### src/rtl/core/vap_pkg.sv
// Shared types and constants for the vertex attribute packer.
// Used by vap_quant_lane, vap_word_serializer and vertex_attribute_packer_unit.
// No dependencies.
package vap_pkg;

  localparam int unsigned FMT_W   = 4;
  localparam int unsigned WORDS_N = 4;

  localparam logic [1:0] KIND_POS   = 2'd0;
  localparam logic [1:0] KIND_UV    = 2'd1;
  localparam logic [1:0] KIND_NORM  = 2'd2;
  localparam logic [1:0] KIND_COLOR = 2'd3;

  localparam logic [FMT_W-1:0] FMT_P2       = 4'd0;
  localparam logic [FMT_W-1:0] FMT_P2_UV16  = 4'd1;
  localparam logic [FMT_W-1:0] FMT_P2_CF    = 4'd2;
  localparam logic [FMT_W-1:0] FMT_P3       = 4'd3;
  localparam logic [FMT_W-1:0] FMT_P3_UV16  = 4'd4;
  localparam logic [FMT_W-1:0] FMT_P3_N10   = 4'd5;
  localparam logic [FMT_W-1:0] FMT_P3_N10C8 = 4'd6;
  localparam logic [FMT_W-1:0] FMT_P3_F     = 4'd7;
  localparam logic [FMT_W-1:0] FMT_P3_FCF   = 4'd8;

  localparam logic [31:0] FLOAT_ZERO = 32'h0000_0000;
  localparam logic [31:0] FLOAT_ONE  = 32'h3F80_0000;

  typedef enum logic [1:0] {
    SCALE_UNORM16 = 2'd0,
    SCALE_SNORM10 = 2'd1,
    SCALE_UNORM8  = 2'd2
  } scale_t;

  // request from the conversion pipeline to the word serializer
  typedef struct packed {
    logic [WORDS_N-1:0][31:0] words;
    logic [2:0]               count;
    logic                     slice_end;
  } ser_req_t;

endpackage

### src/rtl/core/vap_quant_lane.sv
// One component lane: binary32 times a unorm/snorm scale, round to nearest even,
// truncate toward zero, saturate. Three register stages. Depends on vap_pkg.
module vap_quant_lane (
  input  logic           clk,
  input  logic           en,
  input  logic [31:0]    comp,
  input  vap_pkg::scale_t scale,
  output logic [15:0]    q
);
  import vap_pkg::*;

  // stage 1: exact product of the significand and the integer scale
  logic [39:0] s1_prod;
  logic [7:0]  s1_exp;
  logic        s1_sign, s1_nan, s1_inf, s1_tiny;
  scale_t      s1_scale;
  logic [15:0] scale_val;

  always_comb begin
    unique case (scale)
      SCALE_UNORM16: scale_val = 16'd65535;
      SCALE_SNORM10: scale_val = 16'd511;
      SCALE_UNORM8:  scale_val = 16'd255;
      default:       scale_val = 16'd255;
    endcase
  end

  always_ff @(posedge clk) begin
    if (en) begin
      s1_prod  <= {16'b0, 1'b1, comp[22:0]} * {24'b0, scale_val};
      s1_exp   <= comp[30:23];
      s1_sign  <= comp[31];
      s1_nan   <= (comp[30:23] == 8'hFF) && (comp[22:0] != 23'b0);
      s1_inf   <= (comp[30:23] == 8'hFF) && (comp[22:0] == 23'b0);
      s1_tiny  <= (comp[30:23] == 8'h00);
      s1_scale <= scale;
    end
  end

  // stage 2: align leading bit to 39 or 38, round to 24 bits
  logic [39:0]       aligned;
  logic [9:0]        align_sh;
  logic              top;
  logic [23:0]       keep;
  logic              guard, sticky;
  logic [24:0]       r_next;
  logic signed [9:0] sh_next;

  always_comb begin
    unique case (s1_scale)
      SCALE_UNORM16: align_sh = 10'd0;
      SCALE_SNORM10: align_sh = 10'd7;
      SCALE_UNORM8:  align_sh = 10'd8;
      default:       align_sh = 10'd8;
    endcase
    aligned = s1_prod << align_sh;
    top     = aligned[39];
    if (top) begin
      keep   = aligned[39:16];
      guard  = aligned[15];
      sticky = |aligned[14:0];
    end else begin
      keep   = aligned[38:15];
      guard  = aligned[14];
      sticky = |aligned[13:0];
    end
    r_next  = {1'b0, keep} + {24'b0, guard & (sticky | keep[0])};
    sh_next = $signed({2'b0, s1_exp}) - 10'sd150 - $signed(align_sh)
              + (top ? 10'sd16 : 10'sd15);
  end

  logic [24:0]       s2_r;
  logic signed [9:0] s2_sh;
  logic              s2_sign, s2_nan, s2_inf, s2_tiny;
  scale_t            s2_scale;

  always_ff @(posedge clk) begin
    if (en) begin
      s2_r     <= r_next;
      s2_sh    <= sh_next;
      s2_sign  <= s1_sign;
      s2_nan   <= s1_nan;
      s2_inf   <= s1_inf;
      s2_tiny  <= s1_tiny;
      s2_scale <= s1_scale;
    end
  end

  // stage 3: integer part, then clamp to the lane's range
  logic        zero, big;
  logic [4:0]  amt;
  logic [24:0] shifted;
  logic [16:0] mag;
  logic [9:0]  neg10;
  logic [15:0] q_next;

  always_comb begin
    zero    = s2_nan || s2_tiny || (!s2_inf && (s2_sh < -10'sd24));
    big     = s2_inf || (s2_sh >= -10'sd7);
    amt     = 5'(-s2_sh);
    shifted = s2_r >> amt;
    mag     = shifted[16:0];
    neg10   = 10'(-mag[9:0]);
    q_next  = 16'd0;
    if (!zero) begin
      unique case (s2_scale)
        SCALE_UNORM16: begin
          if (s2_sign)                      q_next = 16'd0;
          else if (big || mag >= 17'd65535) q_next = 16'hFFFF;
          else                              q_next = mag[15:0];
        end
        SCALE_SNORM10: begin
          if (!s2_sign) begin
            if (big || mag >= 17'd511) q_next = 16'd511;
            else                       q_next = {6'b0, mag[9:0]};
          end else begin
            if (big || mag >= 17'd512) q_next = 16'h0200;
            else                       q_next = {6'b0, neg10};
          end
        end
        SCALE_UNORM8: begin
          if (s2_sign)                    q_next = 16'd0;
          else if (big || mag >= 17'd255) q_next = 16'd255;
          else                            q_next = {8'b0, mag[7:0]};
        end
        default: q_next = 16'd0;
      endcase
    end
  end

  always_ff @(posedge clk) begin
    if (en) begin
      q <= q_next;
    end
  end

endmodule

### src/rtl/core/vap_word_serializer.sv
// Holds one converted attribute and emits its words one per cycle while m_tready is high.
// Depends on vap_pkg.
module vap_word_serializer (
  input  logic              clk,
  input  logic              rst,
  input  logic              req_valid,
  input  vap_pkg::ser_req_t req,
  output logic              req_ready,
  output logic              m_tvalid,
  input  logic              m_tready,
  output logic [31:0]       m_tdata,
  output logic              m_tlast,
  output logic [0:0]        m_tuser
);
  import vap_pkg::*;

  logic                     busy;
  logic [WORDS_N-1:0][31:0] words;
  logic [2:0]               count;
  logic [1:0]               idx;
  logic                     slice_end;
  logic                     fin;

  assign fin       = ({1'b0, idx} == count - 3'd1);
  assign req_ready = !busy || (m_tready && fin);
  assign m_tvalid  = busy;
  assign m_tdata   = words[idx];
  assign m_tlast   = fin;
  assign m_tuser   = fin & slice_end;

  always_ff @(posedge clk) begin
    if (rst) begin
      busy <= 1'b0;
      idx  <= 2'd0;
    end else if (req_valid && req_ready) begin
      // drop requests that carry no words
      busy <= (req.count != 3'd0);
      idx  <= 2'd0;
    end else if (busy && m_tready) begin
      if (fin) busy <= 1'b0;
      else     idx  <= idx + 2'd1;
    end
  end

  always_ff @(posedge clk) begin
    if (req_valid && req_ready) begin
      words     <= req.words;
      count     <= req.count;
      slice_end <= req.slice_end;
    end
  end

  a_busy_count: assert property (@(posedge clk) disable iff (rst)
    busy |-> (count != 3'd0 && {1'b0, idx} < count))
    else $error("serializer index outside word count");

  a_hold_mid: assert property (@(posedge clk) disable iff (rst)
    (busy && !fin && m_tready) |=> (busy && idx == $past(idx) + 2'd1))
    else $error("serializer lost a word mid item");

  a_user_last: assert property (@(posedge clk) disable iff (rst)
    (m_tvalid && m_tuser[0]) |-> m_tlast)
    else $error("slice end off the final word");

endmodule

### src/rtl/core/vertex_attribute_packer_unit.sv
// Top level of the vertex attribute packer: three-stage conversion pipeline
// feeding a word serializer. Depends on vap_pkg, vap_quant_lane, vap_word_serializer.
//
//  channel  dir  tdata                      tuser                  tlast
//  s_*      in   comp_x,comp_y,comp_z,comp_w attr_kind[1:0],present end_of_slice
//  m_*      out  word                        slice_end              last
//  cfg_*    in   cfg_we / cfg_data = vertex_format (4 bits)
//
// An item passes the multiply, round and clamp stages, then the serializer
// sends its words, one output word per cycle while m_tready is high. The
// serializer port sets the rate: one item per cycle for one-word layouts while
// m_tready is high, four words per float color. Reset clears pipeline valid
// bits, the serializer and vertex_format. A serializer stall with v3 set holds every stage.
module vertex_attribute_packer_unit (
  input  logic                      clk,
  input  logic                      rst,
  input  logic                      cfg_we,
  input  logic [vap_pkg::FMT_W-1:0] cfg_data,
  input  logic                      s_tvalid,
  output logic                      s_tready,
  input  logic [127:0]              s_tdata,  // comp_x, comp_y, comp_z, comp_w
  input  logic [2:0]                s_tuser,  // attr_kind[1:0], present
  input  logic                      s_tlast,  // end_of_slice
  output logic                      m_tvalid,
  input  logic                      m_tready,
  output logic [31:0]               m_tdata,  // word
  output logic [0:0]                m_tuser,  // slice_end
  output logic                      m_tlast   // last
);
  import vap_pkg::*;

  typedef struct packed {
    logic [1:0]               kind;
    logic                     have;
    logic [WORDS_N-1:0][31:0] comps;
    logic [FMT_W-1:0]         fmt;
    logic                     slice;
  } meta_t;

  logic [FMT_W-1:0] vertex_format;
  always_ff @(posedge clk) begin
    if (rst)         vertex_format <= FMT_P2;
    else if (cfg_we) vertex_format <= cfg_data;
  end

  logic     en, ser_ready;
  logic     v1, v2, v3;
  meta_t    st1, st2, st3, meta_in;
  scale_t   scale_in;
  ser_req_t req;
  logic [WORDS_N-1:0][15:0] q;

  assign en       = !v3 || ser_ready;
  assign s_tready = en;

  always_comb begin
    meta_in.kind  = s_tuser[1:0];
    meta_in.have  = s_tuser[2];
    meta_in.comps = s_tdata;
    meta_in.fmt   = vertex_format;
    meta_in.slice = s_tlast;
    unique case (s_tuser[1:0])
      KIND_UV:   scale_in = SCALE_UNORM16;
      KIND_NORM: scale_in = SCALE_SNORM10;
      default:   scale_in = SCALE_UNORM8;
    endcase
  end

  always_ff @(posedge clk) begin
    if (rst) begin
      v1 <= 1'b0;
      v2 <= 1'b0;
      v3 <= 1'b0;
    end else if (en) begin
      v1 <= s_tvalid;
      v2 <= v1;
      v3 <= v2;
    end
  end

  always_ff @(posedge clk) begin
    if (en) begin
      st1 <= meta_in;
      st2 <= st1;
      st3 <= st2;
    end
  end

  for (genvar g = 0; g < WORDS_N; g++) begin : g_lane
    vap_quant_lane u_lane (
      .clk   (clk),
      .en    (en),
      .comp  (s_tdata[32*g +: 32]),
      .scale (scale_in),
      .q     (q[g])
    );
  end

  // select the words this layout holds for the attribute
  always_comb begin
    logic [31:0] dflt;
    dflt = (st3.kind == KIND_COLOR) ? FLOAT_ONE : FLOAT_ZERO;
    req.slice_end = st3.slice;
    req.count     = 3'd0;
    for (int i = 0; i < WORDS_N; i++) begin
      req.words[i] = st3.have ? st3.comps[i] : dflt;
    end
    unique case (st3.kind)
      KIND_POS: begin
        if (st3.fmt <= FMT_P2_CF)       req.count = 3'd2;
        else if (st3.fmt <= FMT_P3_FCF) req.count = 3'd3;
      end
      KIND_UV: begin
        if (st3.fmt == FMT_P2_UV16 || st3.fmt == FMT_P3_UV16 ||
            st3.fmt == FMT_P3_N10 || st3.fmt == FMT_P3_N10C8) begin
          req.count    = 3'd1;
          req.words[0] = st3.have ? {q[1], q[0]} : 32'd0;
        end else if (st3.fmt == FMT_P3_F || st3.fmt == FMT_P3_FCF) begin
          req.count = 3'd2;
        end
      end
      KIND_NORM: begin
        if (st3.fmt == FMT_P3_N10 || st3.fmt == FMT_P3_N10C8) begin
          req.count    = 3'd1;
          req.words[0] = st3.have ? {2'b0, q[2][9:0], q[1][9:0], q[0][9:0]} : 32'd0;
        end else if (st3.fmt == FMT_P3_F || st3.fmt == FMT_P3_FCF) begin
          req.count = 3'd3;
        end
      end
      KIND_COLOR: begin
        if (st3.fmt == FMT_P3_N10C8) begin
          req.count    = 3'd1;
          req.words[0] = st3.have ? {q[3][7:0], q[2][7:0], q[1][7:0], q[0][7:0]}
                                  : 32'hFFFF_FFFF;
        end else if (st3.fmt == FMT_P2_CF || st3.fmt == FMT_P3_FCF) begin
          req.count = 3'd4;
        end
      end
      default: req.count = 3'd0;
    endcase
  end

  vap_word_serializer u_ser (
    .clk       (clk),
    .rst       (rst),
    .req_valid (v3),
    .req       (req),
    .req_ready (ser_ready),
    .m_tvalid  (m_tvalid),
    .m_tready  (m_tready),
    .m_tdata   (m_tdata),
    .m_tlast   (m_tlast),
    .m_tuser   (m_tuser)
  );

  a_stall_hold: assert property (@(posedge clk) disable iff (rst)
    (v3 && !ser_ready) |=> (v3 && st3 == $past(st3)))
    else $error("stalled request changed");

  a_no_accept_stall: assert property (@(posedge clk) disable iff (rst)
    (v3 && !ser_ready) |-> !s_tready)
    else $error("input taken while pipeline stalled");

  a_empty_fmt: assert property (@(posedge clk) disable iff (rst)
    (v3 && st3.fmt > FMT_P3_FCF) |-> (req.count == 3'd0))
    else $error("words for an empty layout");

endmodule

### config.mk
export PLATFORM = sky130hd
export DESIGN_NAME = vertex_attribute_packer_unit
export DESIGN_NICKNAME = d
export VERILOG_FILES = /design/src/rtl/core/vap_pkg.sv /design/src/rtl/core/vap_quant_lane.sv /design/src/rtl/core/vap_word_serializer.sv /design/src/rtl/core/vertex_attribute_packer_unit.sv
export SDC_FILE = /design/constraint.sdc
export NUM_CORES = 2
export LEC_CHECK = 0
export BUFFER_PORTS_ARGS = -buffer_cell sky130_fd_sc_hd__buf_2
export CAP_MARGIN = 20
export CORE_UTILIZATION = 55
export CTS_CLUSTER_SIZE = 30
export DETAILED_ROUTE_END_ITERATION = 10
export GPL_ROUTABILITY_DRIVEN = 0
export PLACE_DENSITY = 0.71
export SYNTH_ARGS = -nofsm -noshare
export SYNTH_HDL_FRONTEND = slang
export SYNTH_SLANG_ARGS = --single-unit
export TNS_END_PERCENT = 10
### constraint.sdc
create_clock -name clk -period 33.1 [get_ports clk]
set_clock_uncertainty 0.15 [all_clocks]
set_input_delay 4.965 -clock clk [delete_from_list [all_inputs] [get_ports clk]]
set_output_delay 4.965 -clock clk [all_outputs]
set_load 0.01 [all_outputs]
=== Yosys cells after proc, flatten, opt, wreduce, memory -nomap -nowiden ===
Cells that the tools add are included.

* Flip-flop bits (word level): 968
* Bits of input ports: 141
* Logic and storage cells: 350
* Output and inout bits: 36

* Multipliers: 4
* Reductions and logical operators: 87
* Equal/unequal tests: 21
* Multiplexer cells: 77
* Bitwise logic cells: 10
* $add $sub $neg: 26
* Shift operators: 8
* Order comparisons: 27

{| class="wikitable"
|+ Operators with widths
! operator !! number
|-
| $mux 32 || 10
|-
| $mul 24x16->40 || 4
|-
| $mux 16 || 8
|-
| $shl 40x4->40 || 3
|-
| $add 24x1->25 || 4
|-
| $mux 10 || 10
|-
| $shr 25x5->17 || 4
|-
| $mux 24 || 4
|-
| $pmux 16 s3 || 2
|-
| $pmux 32 s3 || 1
|-
| $logic_not 23->1 || 4
|-
| $reduce_bool 23->1 || 4
|-
| $mux 8 || 10
|-
| $ge 17x10->1 const B || 4
|-
| $ge 17x16->1 const B || 4
|-
| $ge 17x8->1 const B || 4
|-
| $ge 17x9->1 const B || 4
|-
| $bmux 32 s2 || 1
|-
| $mux 30 || 2
|-
| $reduce_or 15->1 || 4
|-
| $reduce_or 14->1 || 4
|-
| $add 10x10->10 || 4
|-
| $ge 10x4->1 const B || 4
|-
| $lt 10x6->1 const B || 4
|-
| 42 further kinds || 153
|}

=== Depth between registers and ports, before layout ===
* Depth after elaboration: 8
* Gate-level depth with buffers: 31
* Gate-level depth less buffers: 28

=== By module ===
A second synthesis with hierarchy kept.

* Cell total of the unflattened synthesis: 7899
* Area total of the unflattened synthesis: 88496.1 um^2

{| class="wikitable"
|+ By module, submodules not included
! module !! cells each !! instances !! area an instance (um^2)
|-
| vap_quant_lane at g_lane[0].u_lane || 1742 || 1 || 17536.8
|-
| vap_quant_lane at g_lane[2].u_lane || 1779 || 1 || 17439.2
|-
| vap_quant_lane at g_lane[3].u_lane || 1724 || 1 || 16992.5
|-
| vap_quant_lane at g_lane[1].u_lane || 1683 || 1 || 16942.5
|-
| vertex_attribute_packer_unit || 776 || 1 || 14610.3
|-
| vap_word_serializer || 195 || 1 || 4974.8
|}

=== Least setup slack after synthesis ===
OpenSTA, ideal clock, no wires.

* Kind: input -> output
* Start: input port m_tready
* End: output port s_tready
* Slack: 6.463 ns
* Stages on the path: 2
* Arrival: 21.522 ns
* Path buffers: 0
* Required time: 27.985 ns
* Cells stage by stage: a21boi_0 > nand2_1

* Longest elaborated chain between the ends: 3

{| class="wikitable"
|+ Ends and longest elaborated chain
! what !! line !! source
|-
| start, declared || vertex_attribute_packer_unit.sv:25 || <nowiki>input logic m_tready,</nowiki>
|-
| $logic_and 1x1->1 || vap_word_serializer.sv:25 || <nowiki>assign req_ready = !busy || (m_tready && fin);</nowiki>
|-
| $logic_or 1x1->1 || vap_word_serializer.sv:25 ||
|-
| $logic_or 1x1->1 || vertex_attribute_packer_unit.sv:53 || <nowiki>assign en = !v3 || ser_ready;</nowiki>
|-
| end, declared || vertex_attribute_packer_unit.sv:20 || <nowiki>output logic s_tready,</nowiki>
|}

Every way passes these cells.

=== Worst setup path in the final report ===
* Start: input port s_tuser[1]
* End: register g_lane[3].u_lane.s1_prod[39], data pin

* Longest elaborated chain between the ends: 5
* Elaborated cells between the ends (all ways): 7
* Classes of those cells: 1 x mul; 3 x eq/ne; 2 x mux; 1 x reduce/logical

{| class="wikitable"
|+ Ends and longest elaborated chain
! what !! line !! source
|-
| start, declared || vertex_attribute_packer_unit.sv:22 || <nowiki>input logic [2:0] s_tuser,</nowiki>
|-
| $eq 2x2->1 / $eq 2x1->1 (equally long branches) || vertex_attribute_packer_unit.sv:62 || <nowiki>unique case (s_tuser[1:0])</nowiki>
|-
| $pmux 2 s2 (*) || vertex_attribute_packer_unit.sv:62 ||
|-
| $eq 2x1->1 / $logic_not 2->1 (equally long branches) || vap_quant_lane.sv:20 || <nowiki>unique case (scale)</nowiki>
|-
| $pmux 16 s2 (*) || vap_quant_lane.sv:20 ||
|-
| $mul 24x16->40 (*) || vap_quant_lane.sv:30 || <nowiki>s1_prod <= {16'b0, 1'b1, comp[22:0]} * {24'b0, scale_val};</nowiki>
|-
| end signal, assigned || vap_quant_lane.sv:30 ||
|-
| end, declared || vap_quant_lane.sv:13 || <nowiki>logic [39:0] s1_prod;</nowiki>
|}

Every way passes the cells marked *; elsewhere a longest branch is shown, timed or not.
A chain may end at the register's enable or synchronous reset.

==> results.md <==
Status:
- The flow ran to the end, and the final reports show no timing, DRC or antenna violations.

Detailed routing:
- The count of unresolved DRC violations after routing is 0.
- For this block, the via count after detailed routing is 57400.
- Wires add up to 205000 um.
- Once detail routing completed, the nets flagged for antenna violations numbered 0.
- Dividing the detail-routed wire length by the instance count gives 20.7 um.
- The detailed-route vias per instance is 5.79.
- The first routing iteration left 5453 violations.
- For this run, the detailed router's first-pass iteration total came to 11.

Run:
- Across the run, the number of max-cap violations was 0.

Worst setup path:
- The arrival time of data at the critical path endpoint is 12.85 ns.
- The library cell contributing the largest single delay on the critical path is sky130_fd_sc_hd__buf_4.
- Along the worst path, the maximum fanout reaches 40.
- The worst setup path is of the input port to flip-flop kind.
- STA classifies the critical path startpoint as an input port.
- In this design, the largest share of critical-path delay is due to adder cells.
- The kind of end point of the critical path is a flip-flop.
- The number of buffers and inverters on the critical path is 6.
- The worst endpoint required time is 33.39 ns.
- In this design, the stage delay of the slowest critical-path cell is 0.57 ns.
- The critical path runs through a total of 25 cells.
- The cell type with the highest occurrence count on the critical path is sky130_fd_sc_hd__fa_1.
- The depth of the most critical reg-to-reg path is 9.

Clock tree:
- The cell sitting at the root of the clock tree is a sky130_fd_sc_hd__clkbuf_16.
- The count of hold buffers inserted by post-cts repair is 0.
- Counting along the longest clock path gives a buffer depth of 3.
- The later pin in the worst-skew pair is clocked with a latency of 0.74 ns.
- The clock-pin slew of the registers on the worst-case setup and hold paths is 0.06 ns.
- The number of CTS-inserted buffers is 98.
- The CTS tree is yes.
- The CTS sink count is 924.
- The number of setup buffers added after CTS is 0.
- After clock tree synthesis, the repair step resized 0 gates.
- The depth of the CTS H-tree is 3.

GRT:
- Entering global routing, the biggest net connects 141 pins.
- The global route total overflow is 0.
- The number of global-route vias before repair is 57500.
- The number of antenna violations at the first check in global routing came to 7.
- Across every metal layer, demand over resource in global routing totals 26.5%.
- The first global-routing pass estimated 321000 um of wire.

Yosys:
- For this run, the number of Yosys warnings is 0.
- The top flip-flop cell by instance count after synthesis is sky130_fd_sc_hd__edfxtp_1.
- The simple-gate share of the synthesized area is 8.73%.
- After synthesis the netlist holds a flip-flop and latch count of 924.
- The post-synthesis share of cell area spent on full adders, half adders and majority gates is 32.0%.
- By area, the combinational part of the netlist is dominated by adder cells.
- The synthesized design contains 914 enable-type register cells.
- The synthesized netlist contains 109 unique library cells.
- The xor/xnor cell area share of the yosys netlist is 3.79%.
- The share of the Yosys chip area taken by registers is 32.6%.
- Synthesis produced 7668 cells.
- The number of nets in the synthesized netlist is 9390.
- Summing the areas of all compound-gate instances in the mapped netlist gives 9.15% of the synthesized area.
- A synthesized cell averages 11.1 um2.
- For this run, asynchronously set or reset flops after synthesis account for 0%.
- The synthesized cell area is 84900 um2.
- Measured against the total synthesized area, the mux share comes to 6.11%.

Placement:
- The number of input and output port buffers inserted is 176.
- Detailed placement finished with a half-perimeter wire length of 164000 um.

Floorplanning:
- The overall die height is 395 um.
- After floorplanning, the core was divided into 143 placement rows.
- The core area is 153000 um2.
- The die area is 156000 um2.
- In this run the horizontal extent of the chip is 395 um.
- The count of boundary I/O pins is 177.
- The initial utilization of the core area, before any placement, comes to 55.6%.

Min path:
- The path class of the tightest hold or removal check is flip-flop to flip-flop.
- The worst hold path passes through 0 cells.

STA:
- At the pin with the least slew margin, the transition time is 1.10 ns.
- Adding up every negative setup slack in the final design gives 0 ns.
- The shortest clock period the worst path allows after layout is 12.56 ns.
- For this run, the top clock speed supported by timing is 0.0796 GHz.
- The final critical-path share of the clock period is 37.9%.
- Setup repair after global routing left no endpoint under its margin.
- The final hold violation count is 0.
- The worst max-slew margin expressed relative to the limit is 26.5%.
- The count of final max-slew check failures is 0.
- The final number of setup-violating endpoints is 0.

Final layout:
- For this run, the post-layout net count is 9512.
- In the final layout, the multi-input gates occupy 50800 um2.
- The number of filler instances in the final layout is 12300.
- Measured on the finished design, the core utilization comes to 59.8%.
- Registers take 27600 um2.
- Relative to the synthesized area, the layout overhead comes to 7.52%.
- The post-route netlist has 8.15% of its cells at a drive strength greater than 1.
final cells by class:
cell class | instances | area share (%)
diodes | 4 | 0.0110
flip-flops and latches | 924 | 30.3
repair buffers | 240 | 1.54
clock buffers | 120 | 2.80
well taps | 2030 | 2.78
inverters | 1468 | 6.04
clock inverters | 65 | 0.861
multi-input cells | 5058 | 55.7
path summary, 6_finish.rpt:
path                                           startpoint                                endpoint  slack, ns
worst min-delay path                    st1[72]$_DFFE_PP_                       st2[72]$_DFFE_PP_       0.23
worst min register to register          st1[72]$_DFFE_PP_                       st2[72]$_DFFE_PP_       0.23
worst max register to register  u_ser.idx[0]$_SDFFE_PP0P_   g_lane[1].u_lane.s1_prod[1]$_DFFE_PP_      26.09
worst max-delay path                           s_tuser[1]  g_lane[3].u_lane.s1_prod[39]$_DFFE_PP_      20.54
synthesized netlist by cell type, types with 17 or more instances:
master / number / area share (%)
sky130_fd_sc_hd__buf_1: 31 / 0.14
sky130_fd_sc_hd__nor2_1: 443 / 2.0
sky130_fd_sc_hd__inv_1: 1464 / 6.5
sky130_fd_sc_hd__ha_1: 595 / 8.8
sky130_fd_sc_hd__xnor2_1: 234 / 2.4
sky130_fd_sc_hd__a31o_2: 18 / 0.19
sky130_fd_sc_hd__mux2i_1: 182 / 2.1
sky130_fd_sc_hd__a21oi_1: 353 / 2.1
sky130_fd_sc_hd__or2_2: 18 / 0.13
sky130_fd_sc_hd__nor4_1: 23 / 0.17
sky130_fd_sc_hd__o21a_1: 31 / 0.27
sky130_fd_sc_hd__a211oi_1: 36 / 0.32
sky130_fd_sc_hd__nand2_1: 481 / 2.1
sky130_fd_sc_hd__o31ai_1: 20 / 0.18
sky130_fd_sc_hd__a221o_1: 26 / 0.31
sky130_fd_sc_hd__o21ai_0: 272 / 1.6
sky130_fd_sc_hd__nor3b_1: 22 / 0.19
sky130_fd_sc_hd__o21ai_1: 18 / 0.11
sky130_fd_sc_hd__xor2_1: 128 / 1.3
sky130_fd_sc_hd__a21o_1: 112 / 0.99
sky130_fd_sc_hd__or4_1: 18 / 0.16
sky130_fd_sc_hd__o21bai_1: 54 / 0.48
sky130_fd_sc_hd__edfxtp_1: 914 / 32
sky130_fd_sc_hd__nand3_1: 107 / 0.63
sky130_fd_sc_hd__mux2_2: 35 / 0.46
sky130_fd_sc_hd__a22oi_1: 23 / 0.20
sky130_fd_sc_hd__clkbuf_1: 122 / 0.54
sky130_fd_sc_hd__nor2b_1: 31 / 0.23
sky130_fd_sc_hd__o22ai_1: 17 / 0.13
sky130_fd_sc_hd__a31oi_1: 36 / 0.27
sky130_fd_sc_hd__and3_1: 41 / 0.30
sky130_fd_sc_hd__o211ai_1: 26 / 0.23
sky130_fd_sc_hd__nand2b_1: 40 / 0.29
sky130_fd_sc_hd__fa_1: 986 / 23
sky130_fd_sc_hd__and2_1: 118 / 0.87
sky130_fd_sc_hd__nor3_1: 91 / 0.54
sky130_fd_sc_hd__nand4_1: 53 / 0.39
sky130_fd_sc_hd__buf_2: 43 / 0.25
sky130_fd_sc_hd__mux4_2: 132 / 3.5
state kept, by name, indices dropped and copies added (netlist names), 2 cells and up:
name                    cells
g_lane.u_lane.s1_prod     156
g_lane.u_lane.s2_r        100
st1                       136
g_lane.u_lane.s2_nan        4
u_ser.count                 3
g_lane.u_lane.s2_sh        40
g_lane.u_lane.s2_scale      2
g_lane.u_lane.s1_nan        4
g_lane.u_lane.s2_inf        4
st2                       136
g_lane.u_lane.s1_inf        4
vertex_format               4
g_lane.u_lane.s1_scale      2
st3                       135
g_lane.u_lane.s2_tiny       4
g_lane.u_lane.q            50
u_ser.idx                   2
g_lane.u_lane.s1_tiny       4
u_ser.words               128
cell usage in the layout, fill, tap and decap left out, drive strengths merged, types with 23 or more instances in the layout:
cell type  instances
inv             1469
fa               986
edfxtp           914
ha               595
nand2            484
nor2             444
a21oi            356
o21ai            291
buf              240
xnor2            234
mux2i            182
mux4             132
xor2             130
and2             120
clkbuf           120
a21o             112
nand3            107
nor3              92
o21bai            54
nand4             53
clkinv            49
and3              41
nand2b            40
a31oi             37
a211oi            36
mux2              35
o21a              31
nor2b             31
nor3b             27
a221o             26
o211ai            26
nor4              25
a22oi             23
layer usage:
| metal | part of all wire [%] | vias to the layer above | global-route usage [%] |
|---|---|---|---|
| met2 | 46 | 2418 | 41.4 |
| met5 | 0.023 | - | 0 |
| met4 | 2.8 | 2 | 6.57 |
| met3 | 8.9 | 352 | 4.68 |
| li1 | - | 26100 | - |
| met1 | 43 | 28500 | 38.5 |
worst register-to-register path, stage by stage, from the launching register on:
cell	delay (ns)
sky130_fd_sc_hd__dfxtp_2	0.31
sky130_fd_sc_hd__buf_4	0.62
sky130_fd_sc_hd__xnor2_1	0.20
sky130_fd_sc_hd__nor3_1	0.64
sky130_fd_sc_hd__a21boi_0	0.46
sky130_fd_sc_hd__nand2_4	0.47
sky130_fd_sc_hd__buf_4	0.77
sky130_fd_sc_hd__buf_4	0.96
sky130_fd_sc_hd__buf_4	0.99
sky130_fd_sc_hd__buf_4	0.95
kinds of logic after synthesis:
group,count (synthesis)
flip-flops,924
multiplexers,349
AND/OR/NAND/NOR,1558
XOR/XNOR,364
buffers and inverters,1686
adder cells (fa/ha/maj),1582
AO/OA/AOI/OAI,1205
metrics by stage:
step / instances / hold WS [ns] / setup WS (ns) / instance area, um2
after floorplan: 7668 / 0.250 / 6.46 / 84900
after global placement: 9717 / 0.251 / 20.10 / 87900
after detailed placement: 9717 / 0.255 / 19.92 / 87900
after CTS: 9902 / 0.233 / 20.67 / 91200
after global routing: 9905 / 0.241 / 20.17 / 91300
final: 9909 / 0.226 / 20.54 / 91300
Power is not shown: default switching activity piles up to over one toggle a cycle in this logic, so the estimate is an artifact.
